**src/rtl/i2cmw_pkg.sv**
```systemverilog
// Shared types and constants for the write-only I2C master engine.
// No dependencies; imported by every module of the block.
package i2cmw_pkg;

    // Action codes carried by an input word.
    localparam logic ACT_TICK = 1'b0;
    localparam logic ACT_PUSH = 1'b1;

    // Reset value of the phase length register.
    localparam logic [7:0] PHASE_TICKS_RST = 8'd5;

    // One input word after classification by the front stage.
    typedef struct packed {
        logic       is_push;
        logic [7:0] tx_byte;
        logic       last_byte;
        logic       sda_in;
    } t_item;

    // One result word as presented on the output channel.
    typedef struct packed {
        logic scl_out;
        logic sda_out;
        logic need_byte;
        logic byte_taken;
        logic busy_res;
        logic done_res;
        logic nack;
    } t_result;

endpackage

```
**src/rtl/i2cmw_front.sv**
```systemverilog
// Front stage: registers incoming words and classifies them as tick or push.
// Depends on i2cmw_pkg for the item type and action codes.
module i2cmw_front (
    input  logic              i_clk,
    input  logic              i_rst_n,
    input  logic              i_valid,
    output logic              o_ready,
    input  logic              i_action,
    input  logic [7:0]        i_tx_byte,
    input  logic              i_last_byte,
    input  logic              i_sda_in,
    output logic              o_item_valid,
    input  logic              i_item_ready,
    output i2cmw_pkg::t_item  o_item
);
    import i2cmw_pkg::*;

    logic  r_valid;
    t_item r_item;
    t_item n_item;

    // Classify the word; the byte fields are cleared for a tick, and sda_in is passed on for every word.
    always_comb begin
        n_item.is_push   = (i_action == ACT_PUSH);
        n_item.tx_byte   = n_item.is_push ? i_tx_byte : 8'h00;
        n_item.last_byte = n_item.is_push & i_last_byte;
        n_item.sda_in    = i_sda_in;
    end

    // The stage refills in the same cycle that it hands its word on.
    assign o_ready = !r_valid || i_item_ready;

    always_ff @(posedge i_clk) begin
        if (!i_rst_n) begin
            r_valid <= 1'b0;
        end else if (o_ready) begin
            r_valid <= i_valid;
        end
    end

    // Payload register needs no reset.
    always_ff @(posedge i_clk) begin
        if (o_ready && i_valid) begin
            r_item <= n_item;
        end
    end

    assign o_item_valid = r_valid;
    assign o_item       = r_item;

endmodule

```
**src/rtl/i2cmw_queue.sv**
```systemverilog
// Short first-in first-out queue between the front stage and the bus engine.
// Depends on i2cmw_pkg for the item type.
module i2cmw_queue #(
    parameter int DEPTH = 2
) (
    input  logic              i_clk,
    input  logic              i_rst_n,
    input  logic              i_push,
    output logic              o_push_ready,
    input  i2cmw_pkg::t_item  i_item,
    input  logic              i_pop,
    output logic              o_pop_valid,
    output i2cmw_pkg::t_item  o_item
);
    import i2cmw_pkg::*;

    localparam int PW = (DEPTH > 1) ? $clog2(DEPTH) : 1;
    localparam int CW = $clog2(DEPTH + 1);

    t_item         r_mem [DEPTH];
    logic [PW-1:0] r_wr_ptr;
    logic [PW-1:0] r_rd_ptr;
    logic [CW-1:0] r_count;
    logic [PW-1:0] n_wr_ptr;
    logic [PW-1:0] n_rd_ptr;
    logic          do_push;
    logic          do_pop;

    assign o_push_ready = (r_count != CW'(DEPTH));
    assign o_pop_valid  = (r_count != '0);
    assign do_push      = i_push && o_push_ready;
    assign do_pop       = i_pop && o_pop_valid;

    // Pointers wrap at the queue depth.
    assign n_wr_ptr = (r_wr_ptr == PW'(DEPTH - 1)) ? '0 : r_wr_ptr + PW'(1);
    assign n_rd_ptr = (r_rd_ptr == PW'(DEPTH - 1)) ? '0 : r_rd_ptr + PW'(1);

    always_ff @(posedge i_clk) begin
        if (!i_rst_n) begin
            r_wr_ptr <= '0;
            r_rd_ptr <= '0;
            r_count  <= '0;
        end else begin
            if (do_push) begin
                r_wr_ptr <= n_wr_ptr;
            end
            if (do_pop) begin
                r_rd_ptr <= n_rd_ptr;
            end
            if (do_push && !do_pop) begin
                r_count <= r_count + CW'(1);
            end else if (do_pop && !do_push) begin
                r_count <= r_count - CW'(1);
            end
        end
    end

    // Storage for queued words.
    always_ff @(posedge i_clk) begin
        if (do_push) begin
            r_mem[r_wr_ptr] <= i_item;
        end
    end

    assign o_item = r_mem[r_rd_ptr];

`ifndef SYNTHESIS
    // Occupancy never exceeds the depth.
    a_count_bound: assert property (@(posedge i_clk) disable iff (!i_rst_n)
        r_count <= CW'(DEPTH))
        else $error("queue occupancy above depth");

    // A push into a full queue without a pop cannot change the count.
    a_full_hold: assert property (@(posedge i_clk) disable iff (!i_rst_n)
        (r_count == CW'(DEPTH)) && !do_pop |=> r_count == CW'(DEPTH))
        else $error("full queue lost or gained a word");
`endif

endmodule

```
**src/rtl/i2cmw_engine.sv**
```systemverilog
// Back end: the I2C bus phase sequencer, phase length register and output register.
// Depends on i2cmw_pkg for the item and result types.
module i2cmw_engine (
    input  logic               i_clk,
    input  logic               i_rst_n,
    input  logic               i_cfg_valid,
    output logic               o_cfg_ready,
    input  logic [7:0]         i_cfg_data,
    input  logic               i_item_valid,
    output logic               o_item_pop,
    input  i2cmw_pkg::t_item   i_item,
    output logic               o_valid,
    input  logic               i_ready,
    output i2cmw_pkg::t_result o_result
);
    import i2cmw_pkg::*;

    // Bus phase codes.
    localparam logic [3:0] PH_IDLE       = 4'd0;
    localparam logic [3:0] PH_START_HOLD = 4'd1;
    localparam logic [3:0] PH_START_LOW  = 4'd2;
    localparam logic [3:0] PH_START_END  = 4'd3;
    localparam logic [3:0] PH_BIT_SETUP  = 4'd4;
    localparam logic [3:0] PH_BIT_HIGH   = 4'd5;
    localparam logic [3:0] PH_BIT_LOW    = 4'd6;
    localparam logic [3:0] PH_ACK_SETUP  = 4'd7;
    localparam logic [3:0] PH_ACK_HIGH   = 4'd8;
    localparam logic [3:0] PH_ACK_LOW    = 4'd9;
    localparam logic [3:0] PH_STOP_SETUP = 4'd10;
    localparam logic [3:0] PH_WAIT_BYTE  = 4'd11;
    localparam logic [3:0] PH_STOP_HIGH  = 4'd12;

    logic [7:0] r_phase_ticks;
    logic [3:0] r_phase,  n_phase;
    logic [7:0] r_count,  n_count;
    logic [2:0] r_bit,    n_bit;
    logic [7:0] r_shift,  n_shift;
    logic       r_final,  n_final;
    logic       r_scl,    n_scl;
    logic       r_sda,    n_sda;
    logic       r_nack,   n_nack;
    logic       r_out_valid;
    t_result    r_res,    n_res;

    logic [3:0] cur_phase;
    logic       waiting;
    logic [7:0] limit;
    logic [7:0] count_inc;
    logic       taken;
    logic       done;
    logic       done_nack;

    // Configuration is always accepted.
    assign o_cfg_ready = 1'b1;

    always_ff @(posedge i_clk) begin
        if (!i_rst_n) begin
            r_phase_ticks <= PHASE_TICKS_RST;
        end else if (i_cfg_valid) begin
            r_phase_ticks <= i_cfg_data;
        end
    end

    // A word is taken from the queue whenever the output register can accept its result.
    assign o_item_pop = i_item_valid && (!r_out_valid || i_ready);

    assign cur_phase = (r_phase > PH_STOP_HIGH) ? PH_IDLE : r_phase;
    assign waiting   = (cur_phase == PH_IDLE) || (cur_phase == PH_WAIT_BYTE);
    assign limit     = (r_phase_ticks == 8'd0) ? 8'd1 : r_phase_ticks;
    assign count_inc = (r_count == 8'hFF) ? r_count : r_count + 8'd1;

    // Next bus state for the word at the head of the queue.
    always_comb begin
        n_phase   = cur_phase;
        n_count   = r_count;
        n_bit     = r_bit;
        n_shift   = r_shift;
        n_final   = r_final;
        n_scl     = r_scl;
        n_sda     = r_sda;
        n_nack    = r_nack;
        taken     = 1'b0;
        done      = 1'b0;
        done_nack = 1'b0;

        if (i_item.is_push) begin
            // A byte is loaded only when idle or between bytes.
            if (waiting) begin
                taken   = 1'b1;
                n_shift = i_item.tx_byte;
                n_final = i_item.last_byte;
                n_bit   = 3'd0;
                n_count = 8'd0;
                if (cur_phase == PH_IDLE) begin
                    n_nack  = 1'b0;
                    n_scl   = 1'b1;
                    n_sda   = 1'b1;
                    n_phase = PH_START_HOLD;
                end else begin
                    n_sda   = i_item.tx_byte[7];
                    n_phase = PH_BIT_SETUP;
                end
            end
        end else if (!waiting) begin
            n_count = count_inc;
            if (count_inc >= limit) begin
                n_count = 8'd0;
                case (cur_phase)
                    PH_START_HOLD: begin
                        n_sda   = 1'b0;
                        n_phase = PH_START_LOW;
                    end
                    PH_START_LOW: begin
                        n_scl   = 1'b0;
                        n_phase = PH_START_END;
                    end
                    PH_START_END: begin
                        n_sda   = r_shift[7];
                        n_phase = PH_BIT_SETUP;
                    end
                    PH_BIT_SETUP: begin
                        n_scl   = 1'b1;
                        n_phase = PH_BIT_HIGH;
                    end
                    PH_BIT_HIGH: begin
                        n_scl   = 1'b0;
                        n_shift = {r_shift[6:0], 1'b0};
                        n_phase = PH_BIT_LOW;
                    end
                    PH_BIT_LOW: begin
                        if (r_bit == 3'd7) begin
                            n_bit   = 3'd0;
                            n_sda   = 1'b1;
                            n_phase = PH_ACK_SETUP;
                        end else begin
                            n_bit   = r_bit + 3'd1;
                            n_sda   = r_shift[7];
                            n_phase = PH_BIT_SETUP;
                        end
                    end
                    PH_ACK_SETUP: begin
                        n_scl   = 1'b1;
                        n_phase = PH_ACK_HIGH;
                    end
                    PH_ACK_HIGH: begin
                        n_nack  = i_item.sda_in;
                        n_scl   = 1'b0;
                        n_phase = PH_ACK_LOW;
                    end
                    PH_ACK_LOW: begin
                        if (r_nack || r_final) begin
                            n_sda   = 1'b0;
                            n_phase = PH_STOP_SETUP;
                        end else begin
                            n_phase = PH_WAIT_BYTE;
                        end
                    end
                    PH_STOP_SETUP: begin
                        n_scl   = 1'b1;
                        n_phase = PH_STOP_HIGH;
                    end
                    default: begin
                        // End of the STOP condition.
                        n_sda     = 1'b1;
                        done      = 1'b1;
                        done_nack = r_nack;
                        n_phase   = PH_IDLE;
                    end
                endcase
            end
        end
    end

    // Result word seen after this step.
    always_comb begin
        n_res.scl_out    = n_scl;
        n_res.sda_out    = n_sda;
        n_res.need_byte  = (n_phase == PH_IDLE) || (n_phase == PH_WAIT_BYTE);
        n_res.byte_taken = taken;
        n_res.busy_res   = (n_phase != PH_IDLE);
        n_res.done_res   = done;
        n_res.nack       = done_nack;
    end

    // Bus state and output valid.
    always_ff @(posedge i_clk) begin
        if (!i_rst_n) begin
            r_phase     <= PH_IDLE;
            r_count     <= 8'd0;
            r_bit       <= 3'd0;
            r_shift     <= 8'd0;
            r_final     <= 1'b0;
            r_scl       <= 1'b1;
            r_sda       <= 1'b1;
            r_nack      <= 1'b0;
            r_out_valid <= 1'b0;
        end else begin
            if (o_item_pop) begin
                r_phase <= n_phase;
                r_count <= n_count;
                r_bit   <= n_bit;
                r_shift <= n_shift;
                r_final <= n_final;
                r_scl   <= n_scl;
                r_sda   <= n_sda;
                r_nack  <= n_nack;
            end
            if (o_item_pop) begin
                r_out_valid <= 1'b1;
            end else if (i_ready) begin
                r_out_valid <= 1'b0;
            end
        end
    end

    // Output payload register.
    always_ff @(posedge i_clk) begin
        if (o_item_pop) begin
            r_res <= n_res;
        end
    end

    assign o_valid  = r_out_valid;
    assign o_result = r_res;

`ifndef SYNTHESIS
    // A completed STOP leaves the bus released and the engine idle.
    a_done_idle: assert property (@(posedge i_clk) disable iff (!i_rst_n)
        r_out_valid && r_res.done_res |->
            !r_res.busy_res && r_res.scl_out && r_res.sda_out && r_res.need_byte)
        else $error("done reported while bus not released");

    // A NACK flag is only reported together with done.
    a_nack_done: assert property (@(posedge i_clk) disable iff (!i_rst_n)
        r_out_valid && r_res.nack |-> r_res.done_res)
        else $error("nack without done");

    // An accepted byte always leaves a transfer in progress.
    a_taken_busy: assert property (@(posedge i_clk) disable iff (!i_rst_n)
        r_out_valid && r_res.byte_taken |-> r_res.busy_res && !r_res.need_byte)
        else $error("byte taken but engine not busy");
`endif

endmodule

```
**src/rtl/i2c_master_write_engine_core.sv**
```systemverilog
// Top level of the write-only I2C master: front stage, word queue and bus engine.
// Depends on i2cmw_pkg, i2cmw_front, i2cmw_queue and i2cmw_engine.
//
//   Channel   Handshake                Payload
//   -------   ----------------------   -------------------------------------------
//   input     i_valid / o_ready        i_action, i_tx_byte, i_last_byte, i_sda_in
//   output    o_valid / i_ready        o_scl_out .. o_nack, one word per input word
//   config    i_cfg_valid / o_cfg_ready i_cfg_data (phase length in ticks)
//
// One word is accepted every cycle while o_ready is high; the phase sequencer steps once
// per word taken from the queue. A word's result passes the front register, the queue
// storage and then the engine's output register on its way to the outputs.
// Reset is synchronous and active low; the engine's scl and sda state resets released high.
// A stalled output holds the engine; the queue and front register then fill and o_ready falls.
module i2c_master_write_engine_core #(
    parameter int QUEUE_DEPTH = 2
) (
    input  logic       i_clk,
    input  logic       i_rst_n,
    input  logic       i_valid,
    output logic       o_ready,
    input  logic       i_action,
    input  logic [7:0] i_tx_byte,
    input  logic       i_last_byte,
    input  logic       i_sda_in,
    output logic       o_valid,
    input  logic       i_ready,
    output logic       o_scl_out,
    output logic       o_sda_out,
    output logic       o_need_byte,
    output logic       o_byte_taken,
    output logic       o_busy_res,
    output logic       o_done_res,
    output logic       o_nack,
    input  logic       i_cfg_valid,
    output logic       o_cfg_ready,
    input  logic [7:0] i_cfg_data
);
    import i2cmw_pkg::*;

    logic    front_valid;
    logic    front_ready;
    t_item   front_item;
    logic    queue_valid;
    logic    queue_pop;
    t_item   queue_item;
    t_result result;

    // Input register and classification.
    i2cmw_front u_front (
        .i_clk        (i_clk),
        .i_rst_n      (i_rst_n),
        .i_valid      (i_valid),
        .o_ready      (o_ready),
        .i_action     (i_action),
        .i_tx_byte    (i_tx_byte),
        .i_last_byte  (i_last_byte),
        .i_sda_in     (i_sda_in),
        .o_item_valid (front_valid),
        .i_item_ready (front_ready),
        .o_item       (front_item)
    );

    // Decoupling queue.
    i2cmw_queue #(
        .DEPTH (QUEUE_DEPTH)
    ) u_queue (
        .i_clk        (i_clk),
        .i_rst_n      (i_rst_n),
        .i_push       (front_valid),
        .o_push_ready (front_ready),
        .i_item       (front_item),
        .i_pop        (queue_pop),
        .o_pop_valid  (queue_valid),
        .o_item       (queue_item)
    );

    // Bus phase engine with output register.
    i2cmw_engine u_engine (
        .i_clk        (i_clk),
        .i_rst_n      (i_rst_n),
        .i_cfg_valid  (i_cfg_valid),
        .o_cfg_ready  (o_cfg_ready),
        .i_cfg_data   (i_cfg_data),
        .i_item_valid (queue_valid),
        .o_item_pop   (queue_pop),
        .i_item       (queue_item),
        .o_valid      (o_valid),
        .i_ready      (i_ready),
        .o_result     (result)
    );

    assign o_scl_out    = result.scl_out;
    assign o_sda_out    = result.sda_out;
    assign o_need_byte  = result.need_byte;
    assign o_byte_taken = result.byte_taken;
    assign o_busy_res   = result.busy_res;
    assign o_done_res   = result.done_res;
    assign o_nack       = result.nack;

endmodule
```
**config.mk**
```make
export PLATFORM = sky130hd
export DESIGN_NAME = i2c_master_write_engine_core
export DESIGN_NICKNAME = d
export VERILOG_FILES = /design/src/rtl/i2cmw_pkg.sv /design/src/rtl/i2cmw_front.sv /design/src/rtl/i2cmw_queue.sv /design/src/rtl/i2cmw_engine.sv /design/src/rtl/i2c_master_write_engine_core.sv
export SDC_FILE = /design/constraint.sdc
export NUM_CORES = 1
export LEC_CHECK = 0
export ABC_AREA = 1
export BUFFER_PORTS_ARGS = -buffer_cell sky130_fd_sc_hd__buf_2
export CORE_MARGIN = 4
export CORE_UTILIZATION = 56
export CTS_BUF_LIST = sky130_fd_sc_hd__clkbuf_4
export CTS_CLUSTER_DIAMETER = 30
export CTS_CLUSTER_SIZE = 14
export DETAILED_ROUTE_END_ITERATION = 7
export PLACE_DENSITY = 0.74
export SYNTH_ARGS = -nofsm -noshare
export SYNTH_HDL_FRONTEND = slang
export SYNTH_SLANG_ARGS = --single-unit
```
**constraint.sdc**
```tcl
create_clock -name i_clk -period 2.9 [get_ports i_clk]
set_clock_uncertainty 0.1 [all_clocks]
set_input_delay 0.58 -clock i_clk [delete_from_list [all_inputs] [get_ports i_clk]]
set_output_delay 0.58 -clock i_clk [all_outputs]
set_load 0.03 [all_outputs]
```
==> results.py <==
metrics = {
    "routing": {
        "drt_iter0_markers": 172,
        "wl_mm": 8.46,
        "wl_per_cell_um": 13.4,
        "dr.pass1.iters": 5,
        "dr_total_vias": 3331,
        "antenna_left": 0,
        "drc_errors": 0,
        "routed_via_density": 5.27,
    },
    "worst_setup_path": {
        "cp_data_arrival_time_ns": 3.02,
        "worstPathRequired_ns": 3.00,
        "critPathSlowestCell": "dfxtp_2",
        "crit_type": "flop to flop",
        "slowest_delay_ns": 0.38,
        "critPathTopFamily": "simple AND/OR/NAND/NOR gates",
        "path_max_fanout": 3,
        "cp-start-kind": "flop",
        "worst_setup_path_end_kind": "flop",
        "cp_cell_sequence": "ha_4, nand2_2, inv_2, nand2_2, nor2_4, buf_4, xor2_1, nand2_1, ha_1, nand2_2, a21oi_2, nor2_4, buf_4, nand4_1, nand3_1, nand2_2, inv_1, nor2_1, nand2_1, nand2_1",
        "cp_common_cell": "nand2_2",
        "crit_buf_inv": 4,
    },
    "run_status": {
        "status": "finished, violations left",
        "violations": "setup timing",
    },
    "global_route": {
        "grt_pass1_vias": 3124,
        "grt_max_degree": 24,
        "grt_pass1_wl_mm": 13.9,
        "antenna_found_initial": 0,
        "gr-total-overflow": 0,
        "gr-usage-all-layers_pct": 20.0,
    },
    "power_and_ir_drop": {
        "power_density_nw_per_um2": 931,
        "max-vdd-ir-drop_uv": 676,
        "p_leak_nw": 2.10,
    },
    "sta": {
        "finalHoldViolCount": 0,
        "fmax_mhz": 343,
        "timing.final.crit_share_pct": 101,
        "fin_setup_tns_ns": -0.0217,
        "rsz0062_at_grt": "true",
        "slew_headroom_pct": 34.8,
        "max_slew.worst_pin.slew_ns": 0.975,
        "layout_setup_ws_ns": -0.0190,
        "whs_ns": 0.234,
        "maxSlewViolCount": 0,
        "setup_viol": 2,
        "fin_crit_ns": 2.92,
    },
    "yosys": {
        "syn_nets": 523,
        "dominantRegCellSynth": "dfxtp_1",
        "synth_compound_area_share_pct": 11.6,
        "synth_area_leader_cell": "edfxtp_1",
        "yosys.area_share.adder_pct": 4.32,
        "synth_edf_count": 40,
        "synth.top_cell.area_share_pct": 29.6,
        "muxShareOfSynthArea_pct": 0,
        "ys_warn_count": 0,
        "synth_top_family_by_area": "simple AND/OR/NAND/NOR gates",
        "synthCells": 485,
        "synth_area_um2": 4050,
        "syn_avg_cell_area_um2": 8.36,
        "post-synth-top-count-cell": "nand2_1",
        "synthXorXnorAreaFrac_pct": 1.30,
        "synth_seq_cells": 82,
        "synthSimpleGateAreaFrac_pct": 24.7,
        "ys_top_cells_by_count": "nand2_1, inv_1, dfxtp_1",
        "async_flop_share_pct": 0,
        "ys_seq_area_share_pct": 50.4,
        "netlist-cell-type-count": 44,
        "synth_area_leaders": "edfxtp_1, dfxtp_1, nand2_1, a21oi_1, inv_1",
    },
    "clock_network": {
        "h-tree-depth": 3,
        "tritoncts": "built",
        "clock_path_buffers": 2,
        "cts-root-buf": "clkbuf_4",
        "cts_buffers": 9,
        "clock_latency_ns": 0.42,
        "clk_pin_slew_worst_paths_ns": 0.13,
        "cts.sinks": 82,
    },
    "cells_and_area": {
        "drive_gt1_share_pct": 25.0,
        "nets": 569,
        "final_area_um2": 4790,
        "fillCellCount": 572,
        "fin_util_pct": 69.3,
        "n_antenna_cell": 0,
        "syn_to_final_growth_pct": 18.1,
    },
    "floorplan": {
        "initial_core_util_pct": 58.7,
        "die_y_um": 93.1,
        "die_w_um": 93.1,
        "core_um2": 6910,
        "ios": 34,
        "fp-row-count": 30,
        "design.die.area_um2": 8660,
    },
    "placement": {
        "post-place-ws_ns": -0.0862,
        "postPlaceCellArea_um2": 4360,
        "port_buffers": 32,
        "gp_congestion": 0.919,
        "dp_hpwl_mm": 6.04,
    },
    "run": {
        "cap_violations": 0,
    },
    "hold_path": {
        "min_path_type": "primary input to flop",
    },
}
[kinds of logic after synthesis]
kind of cell,count (synthesis)
and+or+nand+nor,220
AOI/OAI and AO/OA,85
DFF,82
buffers and inverters,77
adders and majority gates,14
xor gates and xnor gates,6
other,1
[through the flow]
stage / power (mW) / instances
after floorplan: 3.03 / 485
after global placement: 3.43 / 610
after detailed placement: 3.48 / 610
after CTS: 4.32 / 627
after global routing: 4.81 / 632
final: 4.46 / 632
[power breakdown]
part,total (mW),internal [mW],switching (mW)
registers,1.64,1.48,0.163
logic,2.03,0.675,1.36
clock network,0.784,0.365,0.418
[worst paths after layout]
| kind | from | slack, ns | endpoint | depth (start not counted) |
|---|---|---|---|---|
| worst max-delay path | u_engine.r_count[1] | -0.02 | u_engine.o_result[4] | 20 |
| worst min-delay path | i_sda_in | 0.23 | u_front.o_item[0] | 1 |
| worst max register to register | u_engine.r_count[1] | -0.02 | u_engine.o_result[4] | 20 |
| worst min register to register | u_front.o_item[3] | 0.35 | u_queue.r_mem[0][3] | 0 |
[layout by cell type, fill, tap and decap left out, types with 4 or more instances in the layout]
cell type	count
nand2_1	102
inv_1	48
dfxtp_1	40
edfxtp_1	40
nor2_1	37
a21oi_1	35
buf_2	32
o21ai_0	31
nand3_1	23
buf_4	18
nand2_2	13
ha_1	12
nand4_1	10
inv_2	9
clkbuf_4	9
nand3_2	6
nor2_4	5
or2_2	5
a22oi_1	5
nand2_4	4
a21oi_2	4
[area by class of cell]
cell class	count	area [um2]	area share [%]
clock buffers	9	67.6	1.41
clock inverters	7	110	2.30
inverters	61	236	4.94
multi-input cells	326	1900	39.7
flip-flops and latches	82	2040	42.7
well taps	96	120	2.51
repair buffers	51	307	6.41
[sequential cells by signal, indices dropped and copies added (netlist names), 2 cells and up, named ones only]
| register | cells |
|---|---|
| u_queue.r_mem | 22 |
| u_front.o_item | 11 |
| u_engine.r_count | 8 |
| u_engine.r_phase_ticks | 8 |
| u_engine.r_shift | 8 |
| u_engine.o_result | 7 |
| u_engine.r_phase | 4 |
| u_engine.r_bit | 3 |
| u_queue.r_count | 2 |
[per-layer routing]
metal	GRT usage, %	part of all wire (%)	up-vias
met5	0	0	-
met4	7.20	1.9	0
met3	3.30	4.6	16
met2	33.5	48	90
met1	26.1	45	1527
li1	-	-	1698
[repair_timing]
| action | CTS | global route |
|---|---|---|
| gates resized for setup | 10 | 38 |
| endpoints found under the setup margin | 15 | 26 |
| buffers inserted | 1 | 5 |
| pin swaps | 1 | 15 |
| hold buffers | 0 | 0 |
No activity file was read; power rests on OpenSTA's default activity.
